### config.mk
export PLATFORM = sky130hd
export DESIGN_NAME = percent_decoder_unit_flat
export DESIGN_NICKNAME = d
export VERILOG_FILES = /design/src/design/pctd_pkg.sv /design/src/design/pctd_chan_if.sv /design/src/design/pctd_front.sv /design/src/design/pctd_queue.sv /design/src/design/pctd_back.sv /design/src/design/percent_decoder_unit.sv /design/src/flat_wrapper.sv
export SDC_FILE = /design/constraint.sdc
export NUM_CORES = 1
export LEC_CHECK = 0
export BUFFER_PORTS_ARGS = -buffer_cell sky130_fd_sc_hd__buf_4
export CAP_MARGIN = 20
export CORE_ASPECT_RATIO = 1.5
export CORE_MARGIN = 3
export CORE_UTILIZATION = 35
export CTS_CLUSTER_SIZE = 10
export DETAILED_ROUTE_END_ITERATION = 8
export GPL_TIMING_DRIVEN = 0
export PLACE_DENSITY = 0.52
export SYNTH_ARGS = -nofsm -noshare
export SYNTH_HDL_FRONTEND = slang
export SYNTH_SLANG_ARGS = --single-unit
### constraint.sdc
create_clock -name clk -period 5.4 [get_ports clk]
set_clock_uncertainty 0.2 [all_clocks]
set_input_delay 0.54 -clock clk [delete_from_list [all_inputs] [get_ports clk]]
set_output_delay 0.54 -clock clk [all_outputs]
set_load 0.05 [all_outputs]
### src/design/pctd_pkg.sv
// Shared types, character codes and hex helpers for the percent decoder.
package pctd_pkg;

  localparam logic [7:0] PCT_CHAR   = 8'h25;
  localparam logic [7:0] PLUS_CHAR  = 8'h2B;
  localparam logic [7:0] SPACE_CHAR = 8'h20;

  // Escape phase codes
  localparam logic [1:0] PH_IDLE  = 2'd0;
  localparam logic [1:0] PH_PCT   = 2'd1;
  localparam logic [1:0] PH_DIGIT = 2'd2;

  // One accepted byte turns into up to three decoded bytes.
  typedef struct packed {
    logic [1:0]      cnt;
    logic [2:0][7:0] data;
    logic            last;
  } pctd_cmd_t;

  typedef struct packed {
    logic full;
    logic empty;
  } pctd_qstat_t;

  function automatic logic is_hex(input logic [7:0] c);
    return (c inside {[8'h30:8'h39], [8'h41:8'h46], [8'h61:8'h66]});
  endfunction

  // Valid only for hex digits: '0'-'9' keep the low nibble, letters add 9.
  function automatic logic [3:0] nibble_of(input logic [7:0] c);
    logic [3:0] n;
    if (c <= 8'h39) begin
      n = c[3:0];
    end else begin
      n = c[3:0] + 4'd9;
    end
    return n;
  endfunction

endpackage

### src/design/pctd_chan_if.sv
// Valid/ready channel interfaces for encoded input bytes and decoded output bytes.
interface pctd_in_if;
  logic       valid;
  logic       ready;
  logic [7:0] in_byte;
  logic       is_last;

  modport source (output valid, output in_byte, output is_last, input ready);
  modport sink   (input valid, input in_byte, input is_last, output ready);
endinterface

interface pctd_out_if;
  logic       valid;
  logic       ready;
  logic [7:0] out_byte;
  logic       out_last;

  modport source (output valid, output out_byte, output out_last, input ready);
  modport sink   (input valid, input out_byte, input out_last, output ready);
endinterface

### src/design/pctd_front.sv
// Front end: accepts encoded bytes, tracks the escape phase, builds output commands.
module pctd_front (
  input  logic                clk,
  input  logic                rst_n,
  pctd_in_if.sink             in_ch,
  input  pctd_pkg::pctd_qstat_t qstat,
  output logic                push,
  output pctd_pkg::pctd_cmd_t cmd
);
  import pctd_pkg::*;

  logic [1:0] phase_r, phase_nxt;
  logic [7:0] held_r, held_nxt;
  logic       accept;
  logic       v_ok, h_ok;
  logic       idle_to_pct, idle_emit;
  logic [7:0] idle_byte;
  logic       use_idle;
  logic [1:0] pre;

  assign in_ch.ready = ~qstat.full;
  assign accept      = in_ch.valid & in_ch.ready;

  assign v_ok = is_hex(in_ch.in_byte);
  assign h_ok = is_hex(held_r);

  // Handling of the byte as if idle
  assign idle_to_pct = (in_ch.in_byte == PCT_CHAR) & ~in_ch.is_last;
  assign idle_emit   = ~idle_to_pct;
  assign idle_byte   = (in_ch.in_byte == PLUS_CHAR) ? SPACE_CHAR : in_ch.in_byte;

  always_comb begin
    cmd       = '0;
    cmd.last  = in_ch.is_last;
    phase_nxt = PH_IDLE;
    held_nxt  = held_r;
    use_idle  = 1'b1;
    pre       = 2'd0;
    case (phase_r)
      PH_PCT: begin
        if (v_ok && !in_ch.is_last) begin
          use_idle  = 1'b0;
          phase_nxt = PH_DIGIT;
          held_nxt  = in_ch.in_byte;
        end else begin
          cmd.data[0] = PCT_CHAR;
          pre         = 2'd1;
        end
      end
      PH_DIGIT: begin
        held_nxt = '0;
        if (v_ok && h_ok) begin
          use_idle    = 1'b0;
          cmd.data[0] = {nibble_of(held_r), nibble_of(in_ch.in_byte)};
          cmd.cnt     = 2'd1;
        end else begin
          cmd.data[0] = PCT_CHAR;
          cmd.data[1] = held_r;
          pre         = 2'd2;
        end
      end
      default: ;
    endcase
    if (use_idle) begin
      cmd.cnt = pre + {1'b0, idle_emit};
      if (idle_emit) begin
        cmd.data[pre] = idle_byte;
      end
      if (idle_to_pct) begin
        phase_nxt = PH_PCT;
      end
    end
  end

  assign push = accept & (cmd.cnt != 2'd0);

  always_ff @(posedge clk) begin
    if (!rst_n) begin
      phase_r <= PH_IDLE;
      held_r  <= '0;
    end else if (accept) begin
      phase_r <= phase_nxt;
      held_r  <= held_nxt;
    end
  end

endmodule

### src/design/pctd_queue.sv
// Short command queue between the front end and the output sequencer.
module pctd_queue #(
  parameter int DEPTH = 4
) (
  input  logic                  clk,
  input  logic                  rst_n,
  input  logic                  push,
  input  pctd_pkg::pctd_cmd_t   wr_cmd,
  input  logic                  pop,
  output pctd_pkg::pctd_cmd_t   head,
  output pctd_pkg::pctd_qstat_t qstat
);
  import pctd_pkg::*;

  localparam int PTR_W = (DEPTH > 1) ? $clog2(DEPTH) : 1;
  localparam int CNT_W = $clog2(DEPTH + 1);
  localparam logic [PTR_W-1:0] LAST_PTR = PTR_W'(DEPTH - 1);
  localparam logic [CNT_W-1:0] FULL_CNT = CNT_W'(DEPTH);

  pctd_cmd_t        slots_r [DEPTH];
  logic [PTR_W-1:0] wr_ptr_r, rd_ptr_r;
  logic [CNT_W-1:0] count_r;

  assign head        = slots_r[rd_ptr_r];
  assign qstat.full  = (count_r == FULL_CNT);
  assign qstat.empty = (count_r == '0);

  always_ff @(posedge clk) begin
    if (push) begin
      slots_r[wr_ptr_r] <= wr_cmd;
    end
  end

  always_ff @(posedge clk) begin
    if (!rst_n) begin
      wr_ptr_r <= '0;
      rd_ptr_r <= '0;
      count_r  <= '0;
    end else begin
      if (push) begin
        wr_ptr_r <= (wr_ptr_r == LAST_PTR) ? '0 : wr_ptr_r + 1'b1;
      end
      if (pop) begin
        rd_ptr_r <= (rd_ptr_r == LAST_PTR) ? '0 : rd_ptr_r + 1'b1;
      end
      if (push && !pop) begin
        count_r <= count_r + 1'b1;
      end else if (pop && !push) begin
        count_r <= count_r - 1'b1;
      end
    end
  end

endmodule

### src/design/pctd_back.sv
// Back end: walks each queued command one byte at a time into the output register.
module pctd_back (
  input  logic                  clk,
  input  logic                  rst_n,
  input  pctd_pkg::pctd_cmd_t   head,
  input  pctd_pkg::pctd_qstat_t qstat,
  output logic                  pop,
  pctd_out_if.source            out_ch
);
  import pctd_pkg::*;

  logic [1:0] idx_r, idx_nxt;
  logic       out_valid_r, out_valid_nxt;
  logic [7:0] out_byte_r, out_byte_nxt;
  logic       out_last_r, out_last_nxt;
  logic       load, final_b;

  assign load    = ~out_valid_r | out_ch.ready;
  assign final_b = (idx_r == head.cnt - 2'd1);
  assign pop     = load & ~qstat.empty & final_b;

  always_comb begin
    idx_nxt       = idx_r;
    out_valid_nxt = out_valid_r;
    out_byte_nxt  = out_byte_r;
    out_last_nxt  = out_last_r;
    if (load) begin
      out_valid_nxt = ~qstat.empty;
      if (!qstat.empty) begin
        out_byte_nxt = head.data[idx_r];
        out_last_nxt = head.last & final_b;
        idx_nxt      = final_b ? 2'd0 : idx_r + 2'd1;
      end
    end
  end

  always_ff @(posedge clk) begin
    if (!rst_n) begin
      idx_r       <= 2'd0;
      out_valid_r <= 1'b0;
    end else begin
      idx_r       <= idx_nxt;
      out_valid_r <= out_valid_nxt;
    end
  end

  always_ff @(posedge clk) begin
    out_byte_r <= out_byte_nxt;
    out_last_r <= out_last_nxt;
  end

  assign out_ch.valid    = out_valid_r;
  assign out_ch.out_byte = out_byte_r;
  assign out_ch.out_last = out_last_r;

endmodule

### src/design/percent_decoder_unit.sv
// Top level of the streaming URL percent decoder.
// Decodes a URL-encoded byte stream: '%' plus two hex digits (either case) becomes one
// byte, '+' becomes a space, anything else passes through. A broken or cut-off escape
// emits a literal '%' and any pending digit, then handles the byte itself as if idle;
// is_last flushes anything pending and marks the final decoded byte with out_last.
// The input takes one transaction per cycle while the command queue has room. An input
// byte yields zero to three output transactions, and the output register sends one per
// cycle while out_ch.ready is high, so sustained throughput is one input per cycle for
// ordinary text; each extra byte of a broken escape is one more output transaction. The
// front end and the output sequencer are decoupled by a QUEUE_DEPTH-entry command queue;
// in_ch.ready drops only when that queue is full. The command of an accepted input goes
// into the queue, and out_ch.valid rises once the output register loads it from the head.
module percent_decoder_unit #(
  parameter int QUEUE_DEPTH = 4
) (
  input  logic        clk,
  input  logic        rst_n,
  pctd_in_if.sink     in_ch,
  pctd_out_if.source  out_ch
);
  import pctd_pkg::*;

  pctd_cmd_t   push_cmd;   // command built from the current input transaction
  pctd_cmd_t   head_cmd;   // oldest command waiting for the output sequencer
  pctd_qstat_t qstat;
  logic        push;
  logic        pop;

  // Classify each byte, advance the escape phase, emit a command of 1..3 bytes
  pctd_front u_front (
    .clk   (clk),
    .rst_n (rst_n),
    .in_ch (in_ch),
    .qstat (qstat),
    .push  (push),
    .cmd   (push_cmd)
  );

  // Hold commands so the input keeps flowing while the output is stalled
  pctd_queue #(
    .DEPTH (QUEUE_DEPTH)
  ) u_queue (
    .clk    (clk),
    .rst_n  (rst_n),
    .push   (push),
    .wr_cmd (push_cmd),
    .pop    (pop),
    .head   (head_cmd),
    .qstat  (qstat)
  );

  // Drain each command byte by byte through the output register
  pctd_back u_back (
    .clk    (clk),
    .rst_n  (rst_n),
    .head   (head_cmd),
    .qstat  (qstat),
    .pop    (pop),
    .out_ch (out_ch)
  );

endmodule

### src/flat_wrapper.sv
// flat-port wrapper written by rule: the top's interface ports become plain ports
module percent_decoder_unit_flat import pctd_pkg::*;
#(
  parameter int QUEUE_DEPTH = 4
)
  (clk, rst_n, in_ch_valid, in_ch_in_byte, in_ch_is_last, in_ch_ready, out_ch_valid, out_ch_out_byte, out_ch_out_last, out_ch_ready);
  pctd_in_if in_ch_i ();
  pctd_out_if out_ch_i ();
  input  logic clk;
  input  logic rst_n;
  input wire logic [$bits(in_ch_i.valid)-1:0] in_ch_valid;
  input wire logic [$bits(in_ch_i.in_byte)-1:0] in_ch_in_byte;
  input wire logic [$bits(in_ch_i.is_last)-1:0] in_ch_is_last;
  output wire logic [$bits(in_ch_i.ready)-1:0] in_ch_ready;
  output wire logic [$bits(out_ch_i.valid)-1:0] out_ch_valid;
  output wire logic [$bits(out_ch_i.out_byte)-1:0] out_ch_out_byte;
  output wire logic [$bits(out_ch_i.out_last)-1:0] out_ch_out_last;
  input wire logic [$bits(out_ch_i.ready)-1:0] out_ch_ready;
  assign in_ch_i.valid = in_ch_valid;
  assign in_ch_i.in_byte = in_ch_in_byte;
  assign in_ch_i.is_last = in_ch_is_last;
  assign in_ch_ready = in_ch_i.ready;
  assign out_ch_valid = out_ch_i.valid;
  assign out_ch_out_byte = out_ch_i.out_byte;
  assign out_ch_out_last = out_ch_i.out_last;
  assign out_ch_i.ready = out_ch_ready;
  percent_decoder_unit #(.QUEUE_DEPTH(QUEUE_DEPTH)) u_core (.clk(clk), .rst_n(rst_n), .in_ch(in_ch_i), .out_ch(out_ch_i));
endmodule
==> impl_results.md, run 1 <==
- Launch point of the worst path: in_ch_in_byte[0]
- Critical path depth: 17
- Startpoint types: input pin
- Post-DR wirelength/cell: 19.3 um
- Slew margin rel.: 36.9%
- Compound-Gate Fraction of Synth Area: 9.08%
- Status: finished, final reports clean
- Drt first pass iters: 5
- Fin crit share: 83.4%
- Drt drc: 0
- Final Critical Period: 4500 ps
- Power density over the cells: 441 nW/um^2
- Final weighted congestion in routability-driven placement: 0.893
- Largest net degree at the start of global routing: 28
- Area Growth Syn to Fin: 15.6%
- Diodes inserted: 0
- Worst r2r src: u_core.u_front.held_r[0]
- Post-Synth Simple-Gate Area: 7.96%
- Die Ht: 170 um
- Hold_ws: 193 ps
- Vias/cell: 5.31
- Worst flop-to-flop path endpoint: u_core.u_queue.count_r[2]
- Mapped Area: 6270 sq um
- 1st-iter DRT viols: 213
- Crit path largest cell delay: 570 ps
- Cell count of the worst reg-to-reg path: 13
- Synth Area in XOR/XNOR: 0.978%
- CTS tree: done
- Actual slew at the worst max-slew pin: 946 ps
- First-pass GRT wire length: 21.2 mm
- IO Count: 24
- Gr usage total: 14.6%
- Clock-pin slew of the registers on the worst-case setup and hold paths: 60 ps
- Largest family of logic cells by synthesized area: multiplexers
- Hpwl dp: 9.28 mm
- RSZ-0062 raised after global routing: false
- Num rows: 59
- Final setup viols: 0
- Crit path to: u_core.u_queue.count_r[2]
- Yosys reg bits: 139
- Top_reg_cell synth: edfxtp_1
- Initial core utilization: 35.8%
- Mapped Nets: 447
- Final Hold Vio Count: 0
- CTS Root Cell: clkbuf_16
- Setup TNS: 0 ps
- R2r setup slk: 1360 ps
- Seq/Total Area, Yosys: 63.0%
- Crit. End Element: flop
- Clock Latency Late Sink: 410 ps
- Mux cell area share after synthesis: 12.9%
- Final #Nets: 487
- Pleak: 2.46 nW
- Slew Limit Fails: 0
- ANT nets after route: 0
- Core area: 17500 sq um
- Layout cells sized above 1: 20.2%
- Netlist cell types: 58
- Post-Route WL: 13.2 mm
- Most frequent cells in the layout: edfxtp_1 (117), mux4_2 (27), inv_1 (26)
- Grt total ovfl: 0
- Post-synth ARST share: 0%
- Syn_area_per_cell: 15.0 sq um
- Worst-path fanout max: 9
- Hold_buf cts: 0
- YS warnings: 0
- Leading post-synthesis cells by cell area: edfxtp_1 (56%), mux4_2 (9.7%), dfxtp_1 (7.0%)
- Post-CTS sizing: 0
- Design area: 7250 sq um
- Max capacitance violation total: 0
- Postcts setup bufs: 0
- Worst vdd ir: 159 uV
- Commonest non-fill, non-tap cell in the layout: edfxtp_1
- Non-Filler Instances: 684
- Placed instance area: 6700 sq um
- FMAX: 0.222 GHz
- Critical Path RT: 5540 ps
- Placed cells: 652
- Adder-cell area share of the yosys netlist: 3.31%
- Cell family with most CP delay: compound AO/OA/AOI/OAI gates
- Crit path cell chain: buf_4 -> inv_1 -> ha_1 -> nor3b_1 -> o22a_1 -> o31ai_2 -> nor2_1 -> ha_1 -> inv_1 -> a221oi_4 -> o311a_4 -> ha_1 -> inv_1 -> fa_1 -> xor2_1 -> or3_1 -> a21boi_0
- Vias in the first global route: 3849
- Die width: 115 um
- Full die area: 19600 sq um
- CTS Sinks: 139
- I/O Buffers: 21
- H-tree depth: 4
- Worst Hold Class: in2reg
- Area fraction of the dominant cell type after synthesis: 56.0%
- Antenna violations before repair: 0
- CTS Buf Count: 17
- Worst setup path class: in2reg
- Crit-path slowest cell: o31ai_2
- Arr. time, crit path: 4640 ps
- Vias post-DR: 3629
- Post-synth top area cell: edfxtp_1
- Post-layout util: 41.5%
- Clock Path Buffers: 2
- EDFF count, synth: 117
- Synth Instances: 418
- CP Buf/Inv Count: 4
==> worst min path at each step <==
stage                               from                            to  slack [ps]  cells past startpoint
6_report                   in_ch_is_last  u_core.u_queue.slots_r[1][0]         190                      1
3_5_place_dp   u_core.u_front.phase_r[0]     u_core.u_front.phase_r[0]         270                      2
3_3_place_gp   u_core.u_front.phase_r[0]     u_core.u_front.phase_r[0]         260                      2
5_1_grt                    in_ch_is_last  u_core.u_queue.slots_r[1][0]         190                      1
4_1_cts                    in_ch_is_last  u_core.u_queue.slots_r[1][0]         180                      1
2_1_floorplan  u_core.u_front.phase_r[0]     u_core.u_front.phase_r[0]         250                      2
==> flip-flops by register name, indices dropped and copies added, names as in the netlist, named ones only <==
signal / cells
u_core.u_back.idx_r: 2
u_core.u_front.phase_r: 2
u_core.u_queue.count_r: 3
u_core.u_back.out_ch.out_byte: 8
u_core.u_front.held_r: 8
u_core.u_queue.slots_r: 108
u_core.u_back.out_ch.out_last: 1
u_core.u_back.out_ch.valid: 1
u_core.u_queue.rd_ptr_r: 2
u_core.u_queue.wr_ptr_r: 2
==> layer usage <==
metal / part of all wire [%] / global-route usage (%)
met2: 54 / 26.0
met5: 0 / 0
met1: 40 / 16.8
met3: 2.9 / 2.49
met4: 2.6 / 6.79
==> per-stage QoR <==
stage | power (mW) | setup WS, ps
2_1_floorplan | 1.95 | 1200
6_report | 3.20 | 895
5_1_grt | 3.36 | 597
3_5_place_dp | 2.17 | 465
4_1_cts | 3.25 | 883
3_3_place_gp | 2.15 | 164
==> power breakdown <==
part	internal, mW	switching (mW)
combinational	0.292	0.463
clock	0.633	0.444
sequential	1.32	0.0451
==> final cells by class <==
| class | count | area, sq um |
|---|---|---|
| Buffer | 18 | 72.6 |
| Clock buffer | 18 | 429 |
| Clock inverter | 14 | 123 |
| Fill cell | 1571 | 10200 |
| Inverter | 26 | 97.6 |
| Multi-Input combinational cell | 235 | 2150 |
| Sequential cell | 139 | 3950 |
| Tap cell | 213 | 267 |
| Timing Repair Buffer | 21 | 158 |
==> synth_stat cells (all sizes together), types with 10 or more instances <==
| cell | n |
|---|---|
| a21oi | 11 |
| inv | 26 |
| clkbuf | 13 |
| nand2 | 22 |
| nor2b | 15 |
| and2 | 10 |
| dfxtp | 22 |
| o21ai | 10 |
| ha | 15 |
| mux4 | 27 |
| o22ai | 12 |
| edfxtp | 117 |
| mux2i | 19 |
| nor2 | 16 |
==> cells by family after synthesis <==
logic type / count (synthesis)
buf+inv: 44
fa+ha+maj: 16
simple gates: 94
mux: 47
xor+xnor: 7
flops: 139
compound gates: 71
Power figures use the tool's default switching activity.
==> run 2, diff against run 1 <==
--- a/config.mk
+++ b/config.mk
@@ -5,6 +5,7 @@
 export SDC_FILE = /design/constraint.sdc
 export NUM_CORES = 1
 export LEC_CHECK = 0
+export ABC_AREA = 1
 export BUFFER_PORTS_ARGS = -buffer_cell sky130_fd_sc_hd__buf_4
 export CAP_MARGIN = 20
 export CORE_ASPECT_RATIO = 1.5
==> constraint.sdc (replaced) <==
create_clock -name clk -period 4.35 [get_ports clk]
set_clock_uncertainty 0.2 [all_clocks]
set_input_delay 0.435 -clock clk [delete_from_list [all_inputs] [get_ports clk]]
set_output_delay 0.435 -clock clk [all_outputs]
set_load 0.05 [all_outputs]
==> impl_results.md, run 2 <==
- Area fraction of the dominant cell type after synthesis: 56.0% (about the same)
- Worst flop-to-flop path endpoint: u_core.u_queue.count_r[2] (unchanged)
- ANT nets after route: 0 (unchanged)
- Mapped Area: 6270 sq um (about the same)
- Drt first pass iters: 5 (unchanged)
- Layout cells sized above 1: 15.6% (was 20.2%)
- Largest net degree at the start of global routing: 25 (was 28)
- Wire length on met3: 579 um (was 389 um)
- Vias in the first global route: 4478 (was 3849)
- Flop pwr share: 40.5% (was 42.7%)
- Gr usage total: 16.6% (was 14.6%)
- Post-Route WL: 15.5 mm (was 13.2 mm)
- Filler cells: 1687 (was 1571)
- Arr. time, crit path: 3550 ps (was 4640 ps)
- Antenna violations before repair: 0 (unchanged)
- Met2 WL post-DR: 8.36 mm (was 7.16 mm)
- Syn_area_per_cell: 10.9 sq um (was 15.0 sq um)
- R2r setup slk: 900 ps (was 1360 ps)
- Pleak: 2.59 nW (was 2.46 nW)
- Area Growth Syn to Fin: 17.9% (was 15.6%)
- Initial core utilization: 35.8% (about the same)
- Final setup viols: 0 (unchanged)
- Total area of multi-input combinational cells: 2040 sq um (was 2150 sq um)
- Worst-path fanout max: 10 (was 9)
- Netlist cell types: 43 (was 58)
- EDFF count, synth: 117 (unchanged)
- Crit. End Element: flop (unchanged)
- Cell count of the worst reg-to-reg path: 20 (was 13)
- Placed instance area: 6840 sq um (was 6700 sq um)
- CTS Root Cell: clkbuf_16 (unchanged)
- Final #Nets: 650 (was 487)
- Crit-path slowest cell: dfxtp_1 (was o31ai_2)
- Mapped Nets: 604 (was 447)
- Die Ht: 170 um (about the same)
- Sequential Area: 3950 sq um (unchanged)
- Commonest non-fill, non-tap cell in the layout: edfxtp_1 (unchanged)
- Crit path to: u_core.u_queue.count_r[2] (unchanged)
- FMAX: 0.290 GHz
- Crit path largest cell delay: 460 ps (was 570 ps)
- Switch share: 34.9% (was 29.8%)
- Status: finished, final reports clean (unchanged)
- Final Hold Vio Count: 0 (unchanged)
- Hpwl dp: 11.1 mm (was 9.28 mm)
- Final weighted congestion in routability-driven placement: 0.859 (was 0.893)
- Post-synth top area cell: edfxtp_1 (unchanged)
- Clock Path Buffers: 2 (unchanged)
- Tot Pwr: 4.30 mW (was 3.20 mW)
- Seq/Total Area, Yosys: 63.1% (was 63.0%)
- Post-CTS sizing: 0 (unchanged)
- CP Buf/Inv Count: 3 (was 4)
- Post-DR wirelength/cell: 18.3 um (was 19.3 um)
- Vias post-DR: 4391 (was 3629)
- Actual slew at the worst max-slew pin: 820 ps (was 946 ps)
- Core area: 17500 sq um (unchanged)
- Clock Latency Late Sink: 410 ps (about the same)
- Slew Limit Fails: 0 (unchanged)
- Fin crit share: 79.3%
- Met1 Routed Length: 6.15 mm (was 5.34 mm)
- Cell-internal power: 2.80 mW (was 2.25 mW)
- Clock-pin slew of the registers on the worst-case setup and hold paths: 70 ps (was 60 ps)
- Psw: 1.50 mW (was 953 uW)
- Num rows: 59 (unchanged)
- Crit path cell chain: inv_1 -> ha_1 -> o21ai_2 -> nand2_2 -> nand2_4 -> a21oi_2 -> nand2_8 -> nand2_8 -> nand2_4 -> nand3_1 -> nand2_2 -> nand2_4 -> inv_1 -> ha_1 -> inv_1 -> fa_1 -> a21oi_1 -> o21ai_0 -> o21ai_0 -> a21oi_1 (was buf_4 -> inv_1 -> ha_1 -> nor3b_1 -> o22a_1 -> o31ai_2 -> nor2_1 -> ha_1 -> inv_1 -> a221oi_4 -> o311a_4 -> ha_1 -> inv_1 -> fa_1 -> xor2_1 -> or3_1 -> a21boi_0)
- CTS Buf Count: 17 (unchanged)
- Top_reg_cell synth: edfxtp_1 (unchanged)
- Full die area: 19600 sq um (about the same)
- 1st-iter DRT viols: 215 (was 213)
- H-tree depth: 4 (unchanged)
- Count leader, synth: edfxtp_1 (unchanged)
- Synth Instances: 575 (was 418)
- I/O Buffers: 22 (was 21)
- Post-synth ARST share: 0% (unchanged)
- Max capacitance violation total: 0 (unchanged)
- Die width: 115 um (about the same)
- Max FFs per register: 108 (unchanged)
- Leading post-synthesis cells by cell area: edfxtp_1 (56%), dfxtp_1 (7.0%), o21ai_0 (5.7%) (was edfxtp_1 (56%), mux4_2 (9.7%), dfxtp_1 (7.0%))
- Clock Power Share: 31.5% (was 33.7%)
- Worst r2r src: u_core.u_front.held_r[0] (unchanged)
- Vias/cell: 5.18 (was 5.31)
- Reg with most FFs: u_core.u_queue.slots_r (unchanged)
- Logic pwr share: 28.0% (was 23.6%)
- IO Count: 24 (unchanged)
- Startpoint types: flop (was input pin)
- Top post-synthesis cells by count: edfxtp_1 (117), nor2_1 (79), o21ai_0 (71) (was edfxtp_1 (117), mux4_2 (27), inv_1 (26))
- First-pass GRT wire length: 24.5 mm (was 21.2 mm)
- Final Critical Period: 3450 ps
- CTS Sinks: 139 (unchanged)
- DR top layer: met4 (unchanged)
- Critical Path RT: 4450 ps (was 5540 ps)
- Diodes inserted: 0 (unchanged)
- Most frequent cells in the layout: edfxtp_1 (117), nor2_1 (75), o21ai_0 (71), nand2_1 (68), inv_1 (46) (was edfxtp_1 (117), mux4_2 (27), inv_1 (26))
- Cell family with most CP delay: simple AND/OR/NAND/NOR gates (was compound AO/OA/AOI/OAI gates)
- Hold_buf cts: 0 (unchanged)
- CTS tree: done (unchanged)
- Critical path depth: 20 (was 17)
- Worst Hold Class: in2reg (unchanged)
- Design area: 7390 sq um (was 7250 sq um)
- YS warnings: 0 (unchanged)
- Power density over the cells: 582 nW/um^2 (was 441 nW/um^2)
- RSZ-0062 raised after global routing: false (unchanged)
- Slew margin rel.: 45.2% (was 36.9%)
- Postcts setup bufs: 0 (unchanged)
- Worst setup path class: reg2reg (was in2reg)
- Drt drc: 0 (unchanged)
- Yosys reg bits: 139 (unchanged)
- Launch point of the worst path: u_core.u_front.held_r[0] (was in_ch_in_byte[0])
- Grt total ovfl: 0 (unchanged)
- Worst vdd ir: 279 uV (was 159 uV)
## run 2: cell count changes in the layout (fill, tap and decap cells not counted), sizes merged, moves of 19 or more
cell	previous run	this run
mux2i	19	0
inv	28	62
nand2	22	79
mux4	27	0
o21ai	10	74
nor2	16	84
## run 2: worst min-delay path by stage
stage,startpoint,end,slack [ps],depth (start not counted)
2_1_floorplan,u_core.u_queue.rd_ptr_r[1],flop,240,2
3_5_place_dp,u_core.u_queue.rd_ptr_r[1],flop,260,2
3_3_place_gp,u_core.u_queue.rd_ptr_r[1],u_core.u_queue.rd_ptr_r[1],250,2
6_report,in_ch_is_last,u_core.u_queue.slots_r[2][0],50,1
4_1_cts,in_ch_is_last,u_core.u_queue.slots_r[2][0],30,1
5_1_grt,in_ch_is_last,u_core.u_queue.slots_r[2][0],30,1
## run 2: cell families after synthesis
kind of cell	after synthesis	synth area share, %
AND/OR/NAND/NOR	193	14.2
flip-flops	139	63.1
adder cells (fa/ha/maj)	16	3.31
XOR/XNOR	5	0.698
AO/OA/AOI/OAI	144	13.8
buffers and inverters	78	4.95
## run 2: per-stage QoR
stage               worst slack (ps)  setup TNS [ps]  instances  hold slack, ps  util, %
floorplan                        822               0        575             238        -
global placement                -742          -74190        810             249     38.3
detailed placement               594               0        815             259     39.1
CTS                              922               0        847            32.7     42.2
global route                     640               0        847            29.7     42.2
finish                           900               0        847            47.4     42.2
## run 2: routing by layer
layer	vias to the layer above	track usage, %
met1	2136	18.3
li1	2139	-
met4	0	6.89
met5	-	0
met3	25	3.77
met2	91	30.4
## run 2: cell type report
cell class / count / area share, %
clock inverter: 15 / 1.74
clock buffer: 17 / 5.76
tap: 213 / 3.61
inverter: 55 / 2.79
sequential: 139 / 53.5
buffer: 23 / 1.41
multi-input combinational: 358 / 27.6
timing repair buffer: 27 / 3.57
## run 2: worst reg2reg max path: cells and delay by family (launching register included)
family	cells	cell delay, ps
and+or+nand+nor	8	920
adders and majority gates	3	750
AOI/OAI and AO/OA	6	720
DFF	1	460
buffers and inverters	3	280
## run 2: power groups by stage
stage               sequential (mW)  clock (mW)  combinational, mW
floorplan                      1.94           0              0.624
detailed placement             1.77           0               1.22
global route                   1.76        1.44               1.33
CTS                            1.75        1.38               1.23
finish                         1.74        1.35               1.20
global placement               1.78           0               1.15
==> run 3, diff against run 2 <==
==> constraint.sdc (replaced) <==
create_clock -name clk -period 3.49 [get_ports clk]
set_clock_uncertainty 0.2 [all_clocks]
set_input_delay 0.349 -clock clk [delete_from_list [all_inputs] [get_ports clk]]
set_output_delay 0.349 -clock clk [all_outputs]
set_load 0.05 [all_outputs]
==> impl_results.md, run 3 (synthesis gave the netlist of run 2 again) <==
- Status: finished, final reports clean (unchanged)
- Final #Nets: 652 (was 650)
- Tot Pwr: 5.37 mW (was 4.30 mW)
- Cell count of the worst reg-to-reg path: 20 (unchanged)
- Die width: 115 um (unchanged)
- Clock Path Buffers: 2 (unchanged)
- First-pass GRT wire length: 24.5 mm (unchanged)
- Die Ht: 170 um (unchanged)
- Final weighted congestion in routability-driven placement: 0.859 (unchanged)
- CTS Buf Count: 17 (unchanged)
- R2r setup slk: 270 ps (was 900 ps)
- Grt total ovfl: 0 (unchanged)
- Placed instance area: 6840 sq um (unchanged)
- Worst r2r src: u_core.u_front.held_r[0] (unchanged)
- I/O Buffers: 22 (unchanged)
- Vias/cell: 5.20 (was 5.18)
- Final Hold Vio Count: 0 (unchanged)
- Num rows: 59 (unchanged)
- Reg with most FFs: u_core.u_queue.slots_r (unchanged)
- Fin crit share: 94.4%
- Full die area: 19600 sq um (unchanged)
- Hold_sp: in_ch_in_byte[1] (was in_ch_is_last)
- Clock Latency Late Sink: 420 ps (was 410 ps)
- Startpoint types: input pin (was flop)
- Crit. End Element: flop (unchanged)
- CTS tree: done (unchanged)
- Hold EP: u_core.u_front.held_r[1] (was u_core.u_queue.slots_r[2][0])
- Core area: 17500 sq um (unchanged)
- Most frequent cells in the layout: edfxtp_1 (117), nor2_1 (74), o21ai_0 (70), nand2_1 (68), inv_1 (45) (was edfxtp_1 (117), nor2_1 (75), o21ai_0 (71), nand2_1 (68), inv_1 (46))
- Slew margin rel.: 45.1% (was 45.2%)
- IO Count: 24 (unchanged)
- Area Growth Syn to Fin: 18.7% (was 17.9%)
- Final setup viols: 0 (unchanged)
- Pleak: 2.60 nW (was 2.59 nW)
- 1st-iter DRT viols: 244 (was 215)
- Drt first pass iters: 4 (was 5)
- Crit path largest cell delay: 520 ps (was 460 ps)
- Worst Hold Class: in2reg (unchanged)
- Actual slew at the worst max-slew pin: 820 ps (about the same)
- Worst-path fanout max: 9 (was 10)
- Commonest non-fill, non-tap cell in the layout: edfxtp_1 (unchanged)
- Antenna violations before repair: 0 (unchanged)
- Layout cells sized above 1: 16.7% (was 15.6%)
- Crit-path slowest cell: dlygate4sd3_1 (was dfxtp_1)
- Worst vdd ir: 348 uV (was 279 uV)
- Gr usage total: 16.6% (unchanged)
- Slew Limit Fails: 0 (unchanged)
- H-tree depth: 4 (unchanged)
- Vias in the first global route: 4478 (unchanged)
- Final Critical Period: 3300 ps
- Initial core utilization: 35.8% (unchanged)
- Vias post-DR: 4417 (was 4391)
- Post-DR wirelength/cell: 18.4 um (was 18.3 um)
- Hold depth: 3 (was 1)
- Worst setup path class: in2reg (was reg2reg)
- FMAX: 0.303 GHz
- Arr. time, crit path: 3400 ps (was 3550 ps)
- Filler cells: 1674 (was 1687)
- CTS Root Cell: clkbuf_16 (unchanged)
- Hpwl dp: 11.1 mm (unchanged)
- Crit path top cell by count: inv_1
- Crit path cell chain: dlygate4sd3_1 -> buf_4 -> clkinvlp_4 -> nand4_4 -> nand2_1 -> nor2_2 -> ha_1 -> inv_1 -> nand2_1 -> nand3_2 -> nand2_2 -> nand2_4 -> inv_1 -> ha_1 -> inv_1 -> fa_1 -> a21oi_1 -> o21ai_0 -> o21ai_1 -> a21oi_1 (was inv_1 -> ha_1 -> o21ai_2 -> nand2_2 -> nand2_4 -> a21oi_2 -> nand2_8 -> nand2_8 -> nand2_4 -> nand3_1 -> nand2_2 -> nand2_4 -> inv_1 -> ha_1 -> inv_1 -> fa_1 -> a21oi_1 -> o21ai_0 -> o21ai_0 -> a21oi_1)
- CTS Sinks: 139 (unchanged)
- Critical Path RT: 3590 ps (was 4450 ps)
- Max capacitance violation total: 0 (unchanged)
- Power density over the cells: 722 nW/um^2 (was 582 nW/um^2)
- Max FFs per register: 108 (unchanged)
- Drt drc: 0 (unchanged)
- Design area: 7440 sq um (was 7390 sq um)
- Worst flop-to-flop path endpoint: u_core.u_queue.count_r[2] (unchanged)
- Diodes inserted: 0 (unchanged)
- Post-Route WL: 15.6 mm (was 15.5 mm)
- RSZ-0062 raised after global routing: false (unchanged)
- ANT nets after route: 0 (unchanged)
- Largest net degree at the start of global routing: 25 (unchanged)
- Clock-pin slew of the registers on the worst-case setup and hold paths: 60 ps (was 70 ps)
-- run 3: cell types whose count changed in the layout (fill, tap and decap cells not counted), sizes merged --
cell / previous run / this run
buf: 32 / 33
clkinvlp: 5 / 6
dlygate4sd3: 0 / 1
inv: 62 / 61
-- run 3: through the flow --
step                      setup TNS [ps]  utilization, %  hold WS, ps  cells  setup WS, ps
after detailed placement            -180            39.1          259    815          -180
after global routing                   0            42.5         20.9    849          11.5
after CTS                              0            42.3         9.84    848          25.2
after global placement           -158200            38.3          249    810         -1520
after floorplan                        0               -          238    575          48.0
final                                  0            42.5         19.5    849           194
-- run 3: routing by layer --
| layer | GRT usage [%] | share of wire, % |
|---|---|---|
| met3 | 3.77 | 3.8 |
| met5 | 0 | 0 |
| met4 | 6.89 | 2.8 |
| met1 | 18.3 | 40 |
| met2 | 30.4 | 54 |
-- run 3: worst max-delay path, delay by kind of cell --
family,cells,cell delay (ps)
buffers and inverters,6,1030
and+or+nand+nor,7,850
adders and majority gates,3,690
AOI/OAI and AO/OA,4,450
-- run 3: repair_timing --
item	in CTS	in global routing
endpoints found under the setup margin	0	2
setup buffers	0	1
gates resized for setup	0	10
hold endpoints to repair	4	0
hold buffers	1	0
-- run 3: worst max-delay path by stage --
stage / slack, ps / startpoint / endpoint
2_1_floorplan: 50 / in_ch_in_byte[0] / u_core.u_queue.slots_r[3][0]
3_3_place_gp: -1520 / in_ch_in_byte[0] / u_core.u_queue.slots_r[3][21]
3_5_place_dp: -180 / in_ch_in_byte[1] / u_core.u_queue.count_r[2]
4_1_cts: 30 / in_ch_is_last / u_core.u_queue.count_r[2]
5_1_grt: 10 / in_ch_is_last / u_core.u_queue.count_r[2]
6_report: 190 / in_ch_is_last / u_core.u_queue.count_r[2]
-- run 3: layout make-up --
type                            instances  area (sq um)  share of cell area [%]
Timing Repair Buffer                   29           282                    3.78
Multi-Input combinational cell        358          2070                    27.8
Inverter                               55           210                    2.82
Clock buffer                           17           425                    5.72
Sequential cell                       139          3960                    53.2
Tap cell                              213           267                    3.58
Buffer                                 23           104                    1.40
Clock inverter                         15           129                    1.73
-- run 3: power by group --
part	internal [mW]	switching, mW
combinational	0.457	1.05
sequential	2.10	0.0697
clock	0.934	0.755
